### config.mk
export PLATFORM = sky130hd
export DESIGN_NAME = pad_cell
export DESIGN_NICKNAME = d
export VERILOG_FILES = /design/src/rtl/pad_pkg.sv /design/src/rtl/pad_cell.sv
export SDC_FILE = /design/constraint.sdc
export NUM_CORES = 1
export LEC_CHECK = 0
export BUFFER_PORTS_ARGS = -buffer_cell sky130_fd_sc_hd__buf_2
export CORE_MARGIN = 4
export CORE_UTILIZATION = 45
export DETAILED_ROUTE_END_ITERATION = 16
export PLACE_DENSITY = 0.78
export SLEW_MARGIN = 30
export SYNTH_ARGS = -nofsm -noshare
export SYNTH_HDL_FRONTEND = slang
export SYNTH_SLANG_ARGS = --single-unit
### constraint.sdc
create_clock -name clock -period 3.9 [get_ports clock]
set_input_delay 0.78 -clock clock [delete_from_list [all_inputs] [get_ports clock]]
set_output_delay 0.78 -clock clock [all_outputs]
set_load 0.1 [all_outputs]
### src/rtl/pad_pkg.sv
`default_nettype none
// ----------------------------------------------------------------------------
// pad_pkg
// Shared types and constants for the polar angle and distance pipeline.
// ----------------------------------------------------------------------------
package pad_pkg;

   // coordinate format
   localparam int COORD_BITS = 20;
   localparam int DIFF_W     = COORD_BITS + 1;
   localparam int TOL_W      = 21;
   localparam int CMP_W      = (COORD_BITS > TOL_W) ? COORD_BITS : TOL_W;

   // CORDIC datapath: magnitudes scaled by 2^8, two growth bits and a sign
   localparam int GUARD_BITS = 8;
   localparam int VEC_W      = COORD_BITS + GUARD_BITS + 3;
   localparam int ZW         = 32;
   localparam int EXTRA_FRAC = 8;
   localparam int QW         = ZW + 1 - EXTRA_FRAC;

   // squared length and square root
   localparam int SQ_FULL_W  = 2 * COORD_BITS + 1;
   localparam int SQ_W       = (SQ_FULL_W > 64) ? 64 : SQ_FULL_W;
   localparam int DIST_SHIFT = 8;
   localparam int M_W        = SQ_W + DIST_SHIFT;
   localparam int SQ_STEPS   = (M_W + 1) / 2;
   localparam int M_PAD_W    = 2 * SQ_STEPS;
   localparam int RW         = SQ_STEPS + 2;

   // result fields
   localparam int ANGLE_W    = 25;
   localparam int DIST_W     = 25;
   localparam int DSQ_OUT_W  = 41;

   // register file
   localparam int CSR_ADDR_W = 3;
   localparam int CSR_DATA_W = 32;
   localparam logic [CSR_ADDR_W-3:0] CSR_IDX_AXIS_TOL = '0;
   localparam logic [TOL_W-1:0] TOL_RESET = TOL_W'(1);

   // angles in degrees, 16 fraction bits
   localparam logic [ANGLE_W-1:0] DEG90  = ANGLE_W'(5898240);
   localparam logic [ANGLE_W-1:0] DEG180 = ANGLE_W'(11796480);
   localparam logic [ANGLE_W-1:0] DEG270 = ANGLE_W'(17694720);
   localparam logic [ANGLE_W-1:0] DEG360 = ANGLE_W'(23592960);

   // round(atan(2^-i) * 180/pi * 2^24)
   localparam logic signed [ZW-1:0] ATAN_Q24 [0:31] = '{
      32'sd754974720, 32'sd445687602, 32'sd235489088, 32'sd119537938,
      32'sd60000934,  32'sd30029717,  32'sd15018523,  32'sd7509720,
      32'sd3754917,   32'sd1877466,   32'sd938734,    32'sd469367,
      32'sd234684,    32'sd117342,    32'sd58671,     32'sd29335,
      32'sd14668,     32'sd7334,      32'sd3667,      32'sd1833,
      32'sd917,       32'sd458,       32'sd229,       32'sd115,
      32'sd57,        32'sd29,        32'sd14,        32'sd7,
      32'sd4,         32'sd2,         32'sd1,         32'sd0
   };

   // how the angle of an item is formed
   typedef logic [2:0] pad_kind_type;
   localparam pad_kind_type KIND_CORDIC = 3'd0;
   localparam pad_kind_type KIND_DEG0   = 3'd1;
   localparam pad_kind_type KIND_DEG90  = 3'd2;
   localparam pad_kind_type KIND_DEG180 = 3'd3;
   localparam pad_kind_type KIND_DEG270 = 3'd4;
   localparam pad_kind_type KIND_UNDEF  = 3'd5;

   typedef struct packed {
      logic signed [COORD_BITS-1:0] origin_x;
      logic signed [COORD_BITS-1:0] origin_y;
      logic signed [COORD_BITS-1:0] target_x;
      logic signed [COORD_BITS-1:0] target_y;
   } pad_req_type;

   typedef struct packed {
      logic [ANGLE_W-1:0]   angle_deg;
      logic [DIST_W-1:0]    distance;
      logic [DSQ_OUT_W-1:0] distance_squared;
      logic                 status;
   } pad_rsp_type;

   typedef struct packed {
      pad_kind_type    kind;
      logic            dx_neg;
      logic            dy_neg;
      logic [SQ_W-1:0] dsq;
   } pad_side_type;

   typedef struct packed {
      logic signed [VEC_W-1:0] x;
      logic signed [VEC_W-1:0] y;
      logic signed [ZW-1:0]    z;
      logic [M_PAD_W-1:0]      m;
      logic [RW-1:0]           rem;
      logic [SQ_STEPS-1:0]     res;
      pad_side_type            side;
   } pad_cell_type;

endpackage
`default_nettype wire

### src/rtl/pad_cell.sv
`default_nettype none
// ----------------------------------------------------------------------------
// pad_cell
// One row cell: a CORDIC vectoring micro-rotation, one root bit, or both.
// ----------------------------------------------------------------------------
module pad_cell #(
   parameter int IDX     = 0,
   parameter int NUM_ROT = 24
) (
   input  logic                  clock,
   input  logic                  reset,
   input  logic                  accept,
   input  logic                  valid_in,
   input  pad_pkg::pad_cell_type d_in,
   output logic                  valid_out,
   output pad_pkg::pad_cell_type d_out
);
   import pad_pkg::*;

   localparam bit ROTATE = (IDX < NUM_ROT);
   localparam bit ROOT   = (IDX < SQ_STEPS);
   localparam logic signed [ZW-1:0] STEP_ANGLE = ATAN_Q24[IDX % 32];

   logic                    vld_ff;
   pad_cell_type            d_ff, d_in_next;
   logic signed [VEC_W-1:0] xs, ys;
   logic [RW-1:0]           rem_sh, trial;

   always_comb begin
      d_in_next = d_in;
      xs        = d_in.x >>> IDX;
      ys        = d_in.y >>> IDX;
      rem_sh    = {d_in.rem[RW-3:0], d_in.m[M_PAD_W-1 -: 2]};
      trial     = {d_in.res, 2'b01};
      if (ROTATE) begin
         if (!d_in.y[VEC_W-1]) begin
            d_in_next.x = d_in.x + ys;
            d_in_next.y = d_in.y - xs;
            d_in_next.z = d_in.z + STEP_ANGLE;
         end else begin
            d_in_next.x = d_in.x - ys;
            d_in_next.y = d_in.y + xs;
            d_in_next.z = d_in.z - STEP_ANGLE;
         end
      end
      if (ROOT) begin
         d_in_next.m = d_in.m << 2;
         if (rem_sh >= trial) begin
            d_in_next.rem = rem_sh - trial;
            d_in_next.res = {d_in.res[SQ_STEPS-2:0], 1'b1};
         end else begin
            d_in_next.rem = rem_sh;
            d_in_next.res = {d_in.res[SQ_STEPS-2:0], 1'b0};
         end
      end
   end

   always_ff @(posedge clock) begin
      if (reset) begin
         vld_ff <= 1'b0;
      end else if (accept) begin
         vld_ff <= valid_in;
      end
   end

   always_ff @(posedge clock) begin
      if (accept) d_ff <= d_in_next;
   end

   assign valid_out = vld_ff;
   assign d_out     = d_ff;

endmodule
`default_nettype wire

Word level (Yosys, flattened, before mapping)
Index checks and enable logic that the tools add are counted.
- $lt $le $gt $ge: 1
- add/sub/neg operators: 6
- muxes and demuxes: 2
- operator list (kind ; count):
    94-bit 2-to-1 mux ; 1
    31-bit subtractor ; 2
    52-bit 2-to-1 mux ; 1
    32-bit by 31-bit adder with 32-bit output, second input constant ; 1
    32-bit by 31-bit subtractor with 32-bit output, second input constant ; 1
    31-bit adder ; 1
    27-bit greater-or-equal comparator ; 1
    27-bit subtractor ; 1
- bits of input ports: 246
- logic and storage cells: 20
- register bits: 241

Logic depth before layout (Yosys ltp)
Gate-level depths: netlist (run 1).
- word-level depth: 2
- depth in mapped cells: 14
- depth with buffers taken out: 13

Worst setup path before layout (run 1)
OpenSTA, ideal clock, no wires.
- kind: input port to flip-flop
- start: input port d_in[180] (netlist name)
- end: register d_ff (netlist bit d_out[241]), data pin
- stages: 12
- setup time: 270 ps
- required time: 3630 ps
- slack: 459 ps
- data arrival time: 3171 ps
- buffers on the path: 0
- cell sequence: ha_1 -> inv_1 -> fa_1 -> o21bai_1 -> o211ai_2 -> a31oi_2 -> nor2_1 -> a221o_1 -> o311a_1 -> a31o_1 -> a311oi_1 -> xor2_1
- RTL lines (item ; line ; RTL):
    from (decl) ; pad_cell.sv:14 ; input pad_pkg::pad_cell_type d_in,
    to (signal assigned) ; pad_cell.sv:67 ; if (accept) d_ff <= d_in_next;
    to (decl) ; pad_cell.sv:25 ; pad_cell_type d_ff, d_in_next;

==> flow_summary_export.csv, run 1 <==
group,metric,value,unit
outcome,status,"finished, final reports clean",
synth,syn_area,0.0148,mm²
clock_tree,post_cts_buffers,0,
route,ant_nets,0,
clock_tree,cts_num_sinks,240,
power_and_ir_drop,p_per_area,521,mW/mm²
setup_path,worstSetupPathType,"in2reg",
timing,fin_ws,0.538,ns
placed_design,dp_hpwl,45.1,mm
clock_tree,ctsHtreeMaxLevel,1,
clock_tree,cts_max_path_buffers,3,
route,via_count,13000,
hold_path,hp-class,"in2reg",
floorplan,ios,489,
placed_design,gp_congestion,0.998,
clock_tree,cts_root_buf,"clkbuf_16",
floorplan,fp.dieArea,0.0358,mm²
setup_path,worstReg2RegStart,"valid_out",
route,drc,0,
floorplan,core_area,0.0325,mm²
setup_path,r2r_cells,2,
power_and_ir_drop,cellLeakagePower,8.73,nW
timing,relSlewSlack,55.7,%
setup_path,critPathTopFamily,"compound AO/OA/AOI/OAI gates",
global_route,grt_pass1_vias,12900,
timing,fmax,297,MHz
cells_and_area,area_growth,29.5,%
setup_path,crit_path_cell_trace,"buf_2 -> inv_1 -> ha_1 -> inv_1 -> fa_1 -> nand3_1 -> a211oi_1 -> nor3_1 -> buf_4 -> o211ai_1 -> a311o_1 -> a221oi_1 -> buf_4 -> and4b_1 -> a311oi_1 -> xor2_1",
hold_path,min_path_cells,2,
synth,yosysTopAreaCellShare,48.6,%
floorplan,die_h,189,µm
synth,ys_ff_latch,240,
clock_tree,clkLatencyLatePin,0.55,ns
timing,min_period,3.36,ns
timing,fin_setup_tns,0,ns
setup_path,cp-end-kind,"flop",
synth,netlist_instances,1363,
global_route,grt.overflow.total,0,
route,avgRoutedWirePerCell,23.1,µm
setup_path,slowest_delay,0.42,ns
global_route,grt_start_max_net_pins,86,
clock_tree,cts.repair.resized,0,
synth,synth_edf_count,239,
setup_path,timing.rr.end,"valid_out",
clock_tree,clk_pin_slew,0.06,ns
timing,slew_viol_final,0,
clock_tree,cts_tree,"done",
placed_design,placement.io_buffers,484,
global_route,grt_pass1_wl,79.5,mm
setup_path,crit_fanout,3,
cells_and_area,drive_gt1_share,33.6,%
floorplan,die_x,189,µm
synth,yosysWarnings,0,
route,routed_wl,55.0,mm
clock_tree,hold_buffers,0,
route,drtIter0Drc,1088,
timing,hold_violations,0,
synth,yosys_most_used_dff,"edfxtp_1",
global_route,grt.total_usage,29.3,%
clock_tree,cts_made_buffers,27,
cells_and_area,layout_commonest_cell,"buf_2",
floorplan,start_util,45.5,%
setup_path,crit_buf_inv,5,
setup_path,cp-start-kind,"primary input",
timing,rsz0062_at_grt,"no",
timing,fin_crit_sh,86.2,%
setup_path,regToRegSetupSlack,3.29,ns
setup_path,required,4.20,ns
placed_design,dp_slack,-0.0375,ns
power_and_ir_drop,max-vdd-ir-drop,0.000333,V
synth,synth_area_leaders,"edfxtp_1, ha_1, a21oi_1, xnor2_1, inv_1",
timing,worstMarginPinSlew,0.665,ns
global_route,antenna_found_initial,16,
synth,seq_area_frac_synth,48.8,%
cells_and_area,final_cell_mix,"buf_2, edfxtp_1, a21oi_1",
run,maxCapViolations,0,
route,firstDrtPassIters,5,
timing,skew,0,ns
route,routed_via_density,5.47,
floorplan,core.rowCount,66,
setup_path,arrival,3.66,ns
synth,yosys.area.top_type,"edfxtp_1",
cells_and_area,layout.nets,2296,
synth,postSynthAreaPerCell,10.8,µm²
cells_and_area,final_util,58.9,%
hold_path,hold_path_end,"valid_out",
synth,synthArstFlopShare,0,%
setup_path,slowest_stage,"fa_1",
synth,synth_cell_type_count,81,
hold_path,hold_path_startpoint,"reset",
timing,setup_viol,0,
## final cells by class
| class | instances | area [µm²] |
|---|---|---|
| repair buffers | 573 | 3150 |
| inverters | 142 | 536 |
| diodes | 10 | 25.0 |
| flip-flops and latches | 240 | 7200 |
| well taps | 442 | 553 |
| clock inverters | 12 | 179 |
| fillers | 2792 | 13300 |
| clock buffers | 34 | 702 |
| multi-input cells | 930 | 6770 |
## layer usage
layer / global-route usage [%] / vias to the layer above / part of all wire [%] / wire [µm]
li1: - / 6042 / - / -
met1: 37.5 / 6263 / 40 / 22000
met2: 48.3 / 607 / 48 / 26300
met3: 5.90 / 108 / 7.7 / 4210
met4: 13.0 / 10 / 4.3 / 2350
met5: 0 / - / 0.11 / 60
## cell families (layout without fill, tap and decap cells)
group / after synthesis / count (layout) / synth area share, %
flip-flops: 240 / 240 / 48.8
XOR/XNOR: 86 / 86 / 5.10
other: 1 / 12 / 0.0254
AND/OR/NAND/NOR: 283 / 283 / 9.15
adder cells (fa/ha/maj): 136 / 136 / 11.7
multiplexers: 41 / 41 / 3.42
AO/OA/AOI/OAI: 382 / 382 / 16.4
buffers and inverters: 194 / 761 / 5.39
## Yosys cell counts, types with 14 or more instances
| cell | instances |
|---|---|
| nand3_1 | 20 |
| clkbuf_1 | 31 |
| a21o_1 | 31 |
| mux2i_1 | 17 |
| a21oi_1 | 150 |
| xor2_1 | 15 |
| nor3_1 | 27 |
| xnor2_1 | 71 |
| mux2_4 | 17 |
| nand2_1 | 65 |
| edfxtp_1 | 239 |
| nand4_1 | 14 |
| inv_1 | 135 |
| o21ai_0 | 64 |
| nor2_1 | 92 |
| ha_1 | 132 |
| o21bai_1 | 31 |
## per-stage QoR
stage / power, W / cells / hold slack [ns] / cell area (µm²)
6_report: 0.00996 / 2383 / 0.381 / 19100
5_1_grt: 0.0103 / 2381 / 0.366 / 19100
3_3_place_gp: 0.00737 / 2327 / 0.476 / 18200
2_1_floorplan: 0.00641 / 1364 / 0.852 / 14800
4_1_cts: 0.00999 / 2373 / 0.351 / 19100
3_5_place_dp: 0.00740 / 2327 / 0.498 / 18200
## report_power, final
group          leakage [nW]  internal, W  switching, W
Clock                 0.418      0.00154       0.00104
Sequential             2.35      0.00320     0.0000876
Combinational          5.96     0.000888       0.00321
Total                  8.73      0.00563       0.00433
## worst reg2reg max path: stages, from the launching register on
cell	delay (ns)
dfxtp_1	0.32
mux2i_1	0.13
nor2_1	0.05
## flip-flops by register name, indices dropped and copies added (netlist names)
signal,count
d_out,239
valid_out,1
## worst max-delay path by stage
stage | start | end | slack [ns] | depth (start not counted)
floorplan | d_in[180] | d_out[241] | 0.46 | 12
global placement | d_in[181] | d_out[201] | 0.03 | 15
detailed placement | d_in[181] | d_out[232] | -0.04 | 15
CTS | d_in[181] | d_out[232] | 0.53 | 15
global route | d_in[181] | d_out[232] | 0.30 | 15
finish | d_in[211] | d_out[241] | 0.54 | 16
Note: power is estimated with default switching activity, not from simulation.
==> run 2: changes to the inputs <==
--- a/config.mk
+++ b/config.mk
@@ -10,6 +10,7 @@
 export CORE_UTILIZATION = 45
 export DETAILED_ROUTE_END_ITERATION = 16
 export PLACE_DENSITY = 0.78
+export RECOVER_POWER = 100
 export SLEW_MARGIN = 30
 export SYNTH_ARGS = -nofsm -noshare
 export SYNTH_HDL_FRONTEND = slang
==> flow_summary_export.csv, run 2 (same netlist as run 1, synthesis figures left out) <==
group,metric,value,unit
timing,relSlewSlack,-42.2,%
route,ant_nets,0,
timing,skew,0,ns
setup_path,cp-start-kind,"primary input",
clock_tree,cts_root_buf,"clkbuf_16",
cells_and_area,drive_gt1_share,18.2,%
power_and_ir_drop,max-vdd-ir-drop,0.000332,V
placed_design,placement.io_buffers,484,
global_route,grt_start_max_net_pins,86,
clock_tree,ctsHtreeMaxLevel,1,
timing,fin_ws,0.386,ns
route,routed_wl,54.8,mm
route,drtIter0Drc,1098,
clock_tree,clkLatencyLatePin,0.55,ns
cells_and_area,final_cell_mix,"clkbuf_1, edfxtp_1, buf_2",
timing,rsz0062_at_grt,"no",
clock_tree,cts_num_sinks,240,
setup_path,arrival,3.82,ns
clock_tree,cts_made_buffers,27,
setup_path,crit_fanout,6,
floorplan,fp.dieArea,0.0358,mm²
route,met1_length,21.7,mm
global_route,grt.total_usage,29.3,%
timing,worstMarginPinSlew,2.13,ns
route,dr_wl_met3,4.24,mm
route,dr.max_layer_used,"met5",
route,firstDrtPassIters,5,
power_and_ir_drop,cellLeakagePower,7.87,nW
cells_and_area,area_growth,26.3,%
timing,hold_violations,0,
floorplan,core.rowCount,66,
timing,setup_viol,0,
clock_tree,clk_pin_slew,0.06,ns
setup_path,required,4.21,ns
timing,slew_viol_final,91,
route,avgRoutedWirePerCell,23.0,µm
cells_and_area,layout_commonest_cell,"clkbuf_1",
cells_and_area,largest_register_ffs,239,
cells_and_area,final_cell_count_no_fill,2384,
global_route,grt.overflow.total,0,
clock_tree,cts.repair.resized,0,
hold_path,hp-class,"in2reg",
global_route,antenna_found_initial,16,
clock_tree,cts_tree,"done",
power_and_ir_drop,p_per_area,528,mW/mm²
global_route,grt_pass1_vias,12900,
timing,fmax,285,MHz
timing,hold_ws,0.385,ns
timing,min_period,3.51,ns
cells_and_area,layout.nets,2296,
setup_path,cp-end-kind,"flop",
placed_design,dp_hpwl,45.1,mm
outcome,violations,"capacitance limit, slew limit",
outcome,status,"finished with violations",
floorplan,die_x,189,µm
clock_tree,cts_max_path_buffers,3,
route,routed_via_density,5.48,
power_and_ir_drop,p_total,0.00984,W
placed_design,dp.cells,2327,
run,maxCapViolations,6,
floorplan,die_h,189,µm
setup_path,worstSetupPathType,"in2reg",
clock_tree,hold_buffers,0,
placed_design,gp_congestion,0.998,
floorplan,ios,489,
placed_design,dp_slack,-0.0375,ns
timing,fin_crit_sh,90.1,%
clock_tree,post_cts_buffers,0,
global_route,grt_pass1_wl,79.5,mm
route,via_count,13100,
route,drc,0,
floorplan,start_util,45.5,%
floorplan,core_area,0.0325,mm²
route,dr_wl_met2,26.3,mm
[run 2: cell count changes in the layout (fill, tap and decap cells not counted), moves of 3 or more]
| cell | previous run | this run |
|---|---|---|
| mux2_4 | 17 | 4 |
| clkbuf_1 | 7 | 287 |
| clkbuf_4 | 0 | 6 |
| mux2_1 | 7 | 20 |
| buf_4 | 85 | 71 |
| buf_2 | 483 | 211 |
| clkbuf_2 | 0 | 3 |
[run 2: final timing paths]
| check | from | endpoint | slack, ns | cells past startpoint |
|---|---|---|---|---|
| max | d_in[182] | d_out[238] | 0.39 | 13 |
| min reg2reg | valid_out | valid_out | 0.52 | 2 |
| max reg2reg | valid_out | valid_out | 3.30 | 2 |
| min | reset | valid_out | 0.38 | 2 |
[run 2: metrics by stage]
step / instance area (µm²) / util [%] / TNS [ns]
after floorplan: 14800 / - / 0
after global placement: 18200 / 56.1 / 0
after detailed placement: 18200 / 56.1 / -0.0998
after CTS: 19100 / 58.8 / 0
after global routing: 18600 / 57.4 / 0
final: 18600 / 57.4 / 0
[run 2: area by class of cell]
| type | instances | area, µm² |
|---|---|---|
| multi-input combinational | 930 | 6700 |
| clock inverter | 12 | 179 |
| clock buffer | 34 | 702 |
| inverter | 142 | 536 |
| fill | 2966 | 13800 |
| timing repair buffer | 573 | 2740 |
| tap | 442 | 553 |
| antenna | 11 | 27.5 |
| sequential | 240 | 7200 |
[run 2: report_power, final]
part / switching, W / internal, W
registers: 0.0000934 / 0.00321
logic: 0.00320 / 0.000771
clock network: 0.00103 / 0.00154
total: 0.00432 / 0.00551
[run 2: per-layer routing]
layer / GRT usage [%] / up-vias
met1: 37.5 / 6292
met3: 5.90 / 121
met4: 13.0 / 10
met2: 48.3 / 592
met5: 0 / -
li1: - / 6046
[run 2: critical path, stage by stage]
cell and delay [ns]:
clkbuf_1 0.13, inv_1 0.06, ha_1 0.37, clkbuf_1 0.21
nand3_1 0.19, o21bai_1 0.19, nand2_1 0.16, a31o_2 0.30
a2111oi_0 0.58, o21ai_0 0.22, nand2_1 0.11, o31ai_1 0.11
xnor2_1 0.40
==> run 3: changes to the inputs <==
--- a/config.mk
+++ b/config.mk
@@ -6,6 +6,7 @@
 export NUM_CORES = 1
 export LEC_CHECK = 0
 export BUFFER_PORTS_ARGS = -buffer_cell sky130_fd_sc_hd__buf_2
+export CORE_ASPECT_RATIO = 0.6
 export CORE_MARGIN = 4
 export CORE_UTILIZATION = 45
 export DETAILED_ROUTE_END_ITERATION = 16
==> flow_summary_export.csv, run 3 (same netlist as run 1, synthesis figures left out) <==
group,metric,value,unit
outcome,status,"finished with violations",
outcome,violations,"capacitance limit, slew limit",
setup_path,crit_start,"d_in[46]",
floorplan,die_h,148,µm
global_route,grt_pass1_wl,75.0,mm
timing,fin_ws,0.291,ns
global_route,grt_start_max_net_pins,78,
setup_path,cp-start-kind,"primary input",
route,avgRoutedWirePerCell,21.9,µm
cells_and_area,nFillCells,2974,
power_and_ir_drop,p_per_area,528,mW/mm²
clock_tree,ctsHtreeMaxLevel,1,
timing,fin_crit_sh,92.5,%
placed_design,placement.io_buffers,484,
route,drtIter0Drc,1417,
floorplan,core.rowCount,51,
setup_path,arrival,3.91,ns
power_and_ir_drop,power.internal,0.00542,W
timing,worstMarginPinSlew,2.08,ns
power_and_ir_drop,power_frac_clock,26.0,%
route,routed_wl,51.7,mm
clock_tree,hold_buffers,0,
cells_and_area,layout_commonest_cell,"clkbuf_1",
route,firstDrtPassIters,6,
clock_tree,cts_root_buf,"clkbuf_16",
power_and_ir_drop,p_switching,0.00436,W
timing,skew,0,ns
timing,setup_viol,0,
clock_tree,cts_made_buffers,25,
clock_tree,post_cts_buffers,0,
power_and_ir_drop,combPwrFrac,40.3,%
route,routed_via_density,5.53,
run,maxCapViolations,2,
placed_design,gp_congestion,0.989,
cells_and_area,area_growth,25.7,%
cells_and_area,final_cell_mix,"clkbuf_1, edfxtp_1, buf_2",
timing,hold_ws,0.369,ns
setup_path,r2r_cells,2,
global_route,grt_use_met2,39.7,%
power_and_ir_drop,power.share.switching,44.6,%
route,ant_nets,0,
setup_path,timing.rr.end,"valid_out",
route,via_count,13000,
clock_tree,cts.repair.resized,0,
timing,fmax,277,MHz
global_route,gr-max-usage-layer,"met2",
placed_design,dp_hpwl,41.8,mm
timing,rsz0062_at_grt,"no",
setup_path,required,4.20,ns
floorplan,fp.dieArea,0.0359,mm²
cells_and_area,drive_gt1_share,18.8,%
floorplan,die_x,242,µm
global_route,met1_usage,39.5,%
setup_path,worstSetupPathType,"in2reg",
power_and_ir_drop,power_frac_seq,33.7,%
clock_tree,clk_pin_slew,0.07,ns
setup_path,regToRegSetupSlack,3.24,ns
setup_path,worstReg2RegStart,"valid_out",
clock_tree,clkLatencyLatePin,0.56,ns
timing,slew_viol_final,154,
clock_tree,cts_num_sinks,240,
global_route,antenna_found_initial,12,
power_and_ir_drop,cellLeakagePower,7.87,nW
setup_path,crit_fanout,24,
global_route,grt_pass1_vias,12200,
placed_design,dp_slack,-0.136,ns
timing,hold_violations,0,
cells_and_area,layout.nets,2290,
global_route,grt.overflow.total,0,
power_and_ir_drop,max-vdd-ir-drop,0.000338,V
clock_tree,cts_tree,"done",
floorplan,core_area,0.0324,mm²
global_route,grt.total_usage,27.0,%
clock_tree,cts_max_path_buffers,3,
power_and_ir_drop,p_total,0.00978,W
route,drc,0,
setup_path,endpoint,"d_out[92]",
cells_and_area,largest_register_ffs,239,
setup_path,cp-end-kind,"flop",
floorplan,start_util,45.6,%
timing,min_period,3.61,ns
floorplan,ios,489,
timing,relSlewSlack,-38.5,%
global_route,grtUsageMet3,8.27,%
hold_path,hp-class,"in2reg",
==> run 3: cell types whose count changed in the layout (fill, tap and decap cells not counted), sizes merged <==
| cell | change |
|---|---|
| clkbuf | -17 |
| clkinv | +7 |
| buf | +5 |
| diode | -3 |
==> run 3: stage by stage <==
step	setup TNS [ns]	util [%]	cells	area [µm²]
floorplan	0	-	1364	14800
global placement	-0.124	56.1	2305	18100
detailed placement	-0.183	56.1	2305	18100
CTS	0	58.7	2350	19000
global route	0	57.3	2357	18500
finish	0	57.3	2358	18500
==> run 3: cell type report <==
class | instances | area, µm² | share of cell area [%]
Tap cell | 424 | 531 | 2.86
Inverter | 142 | 536 | 2.89
Clock inverter | 19 | 224 | 1.21
Timing Repair Buffer | 569 | 2700 | 14.6
Multi-Input combinational cell | 930 | 6710 | 36.2
Clock buffer | 26 | 629 | 3.39
Sequential cell | 240 | 7200 | 38.8
Antenna cell | 8 | 20.0 | 0.108
==> run 3: how the worst min path moves through the flow <==
stage,from,depth (start not counted),slack (ns),endpoint
finish,reset,2,0.37,valid_out
global route,reset,2,0.36,valid_out
CTS,reset,2,0.34,valid_out
detailed placement,valid_out,2,0.54,valid_out
global placement,valid_out,2,0.47,valid_out
floorplan,reset,1,0.85,valid_out
==> run 3: routing by layer <==
layer / wire length, µm / part of all wire [%]
met1: 22900 / 44
met2: 22100 / 43
met3: 5530 / 11
met4: 1180 / 2.3
met5: 19 / 0.037
==> run 3: worst max-delay path, stage by stage <==
cell,delay (ns)
clkbuf_1,0.11
inv_1,0.06
ha_1,0.33
o21ai_1,0.12
a211oi_2,0.36
nand3b_1,0.21
a311oi_1,0.56
nor2_1,0.13
o31ai_1,0.31
o21ai_0,0.15
a21o_1,0.22
buf_6,0.20
mux2_1,0.35
==> run 3: power by group through the flow <==
stage / registers, W / logic (W) / clock network, W
after floorplan: 0.00540 / 0.00102 / 0
after global placement: 0.00333 / 0.00399 / 0
after detailed placement: 0.00334 / 0.00402 / 0
after CTS: 0.00329 / 0.00404 / 0.00259
after global routing: 0.00332 / 0.00410 / 0.00271
final: 0.00330 / 0.00395 / 0.00254
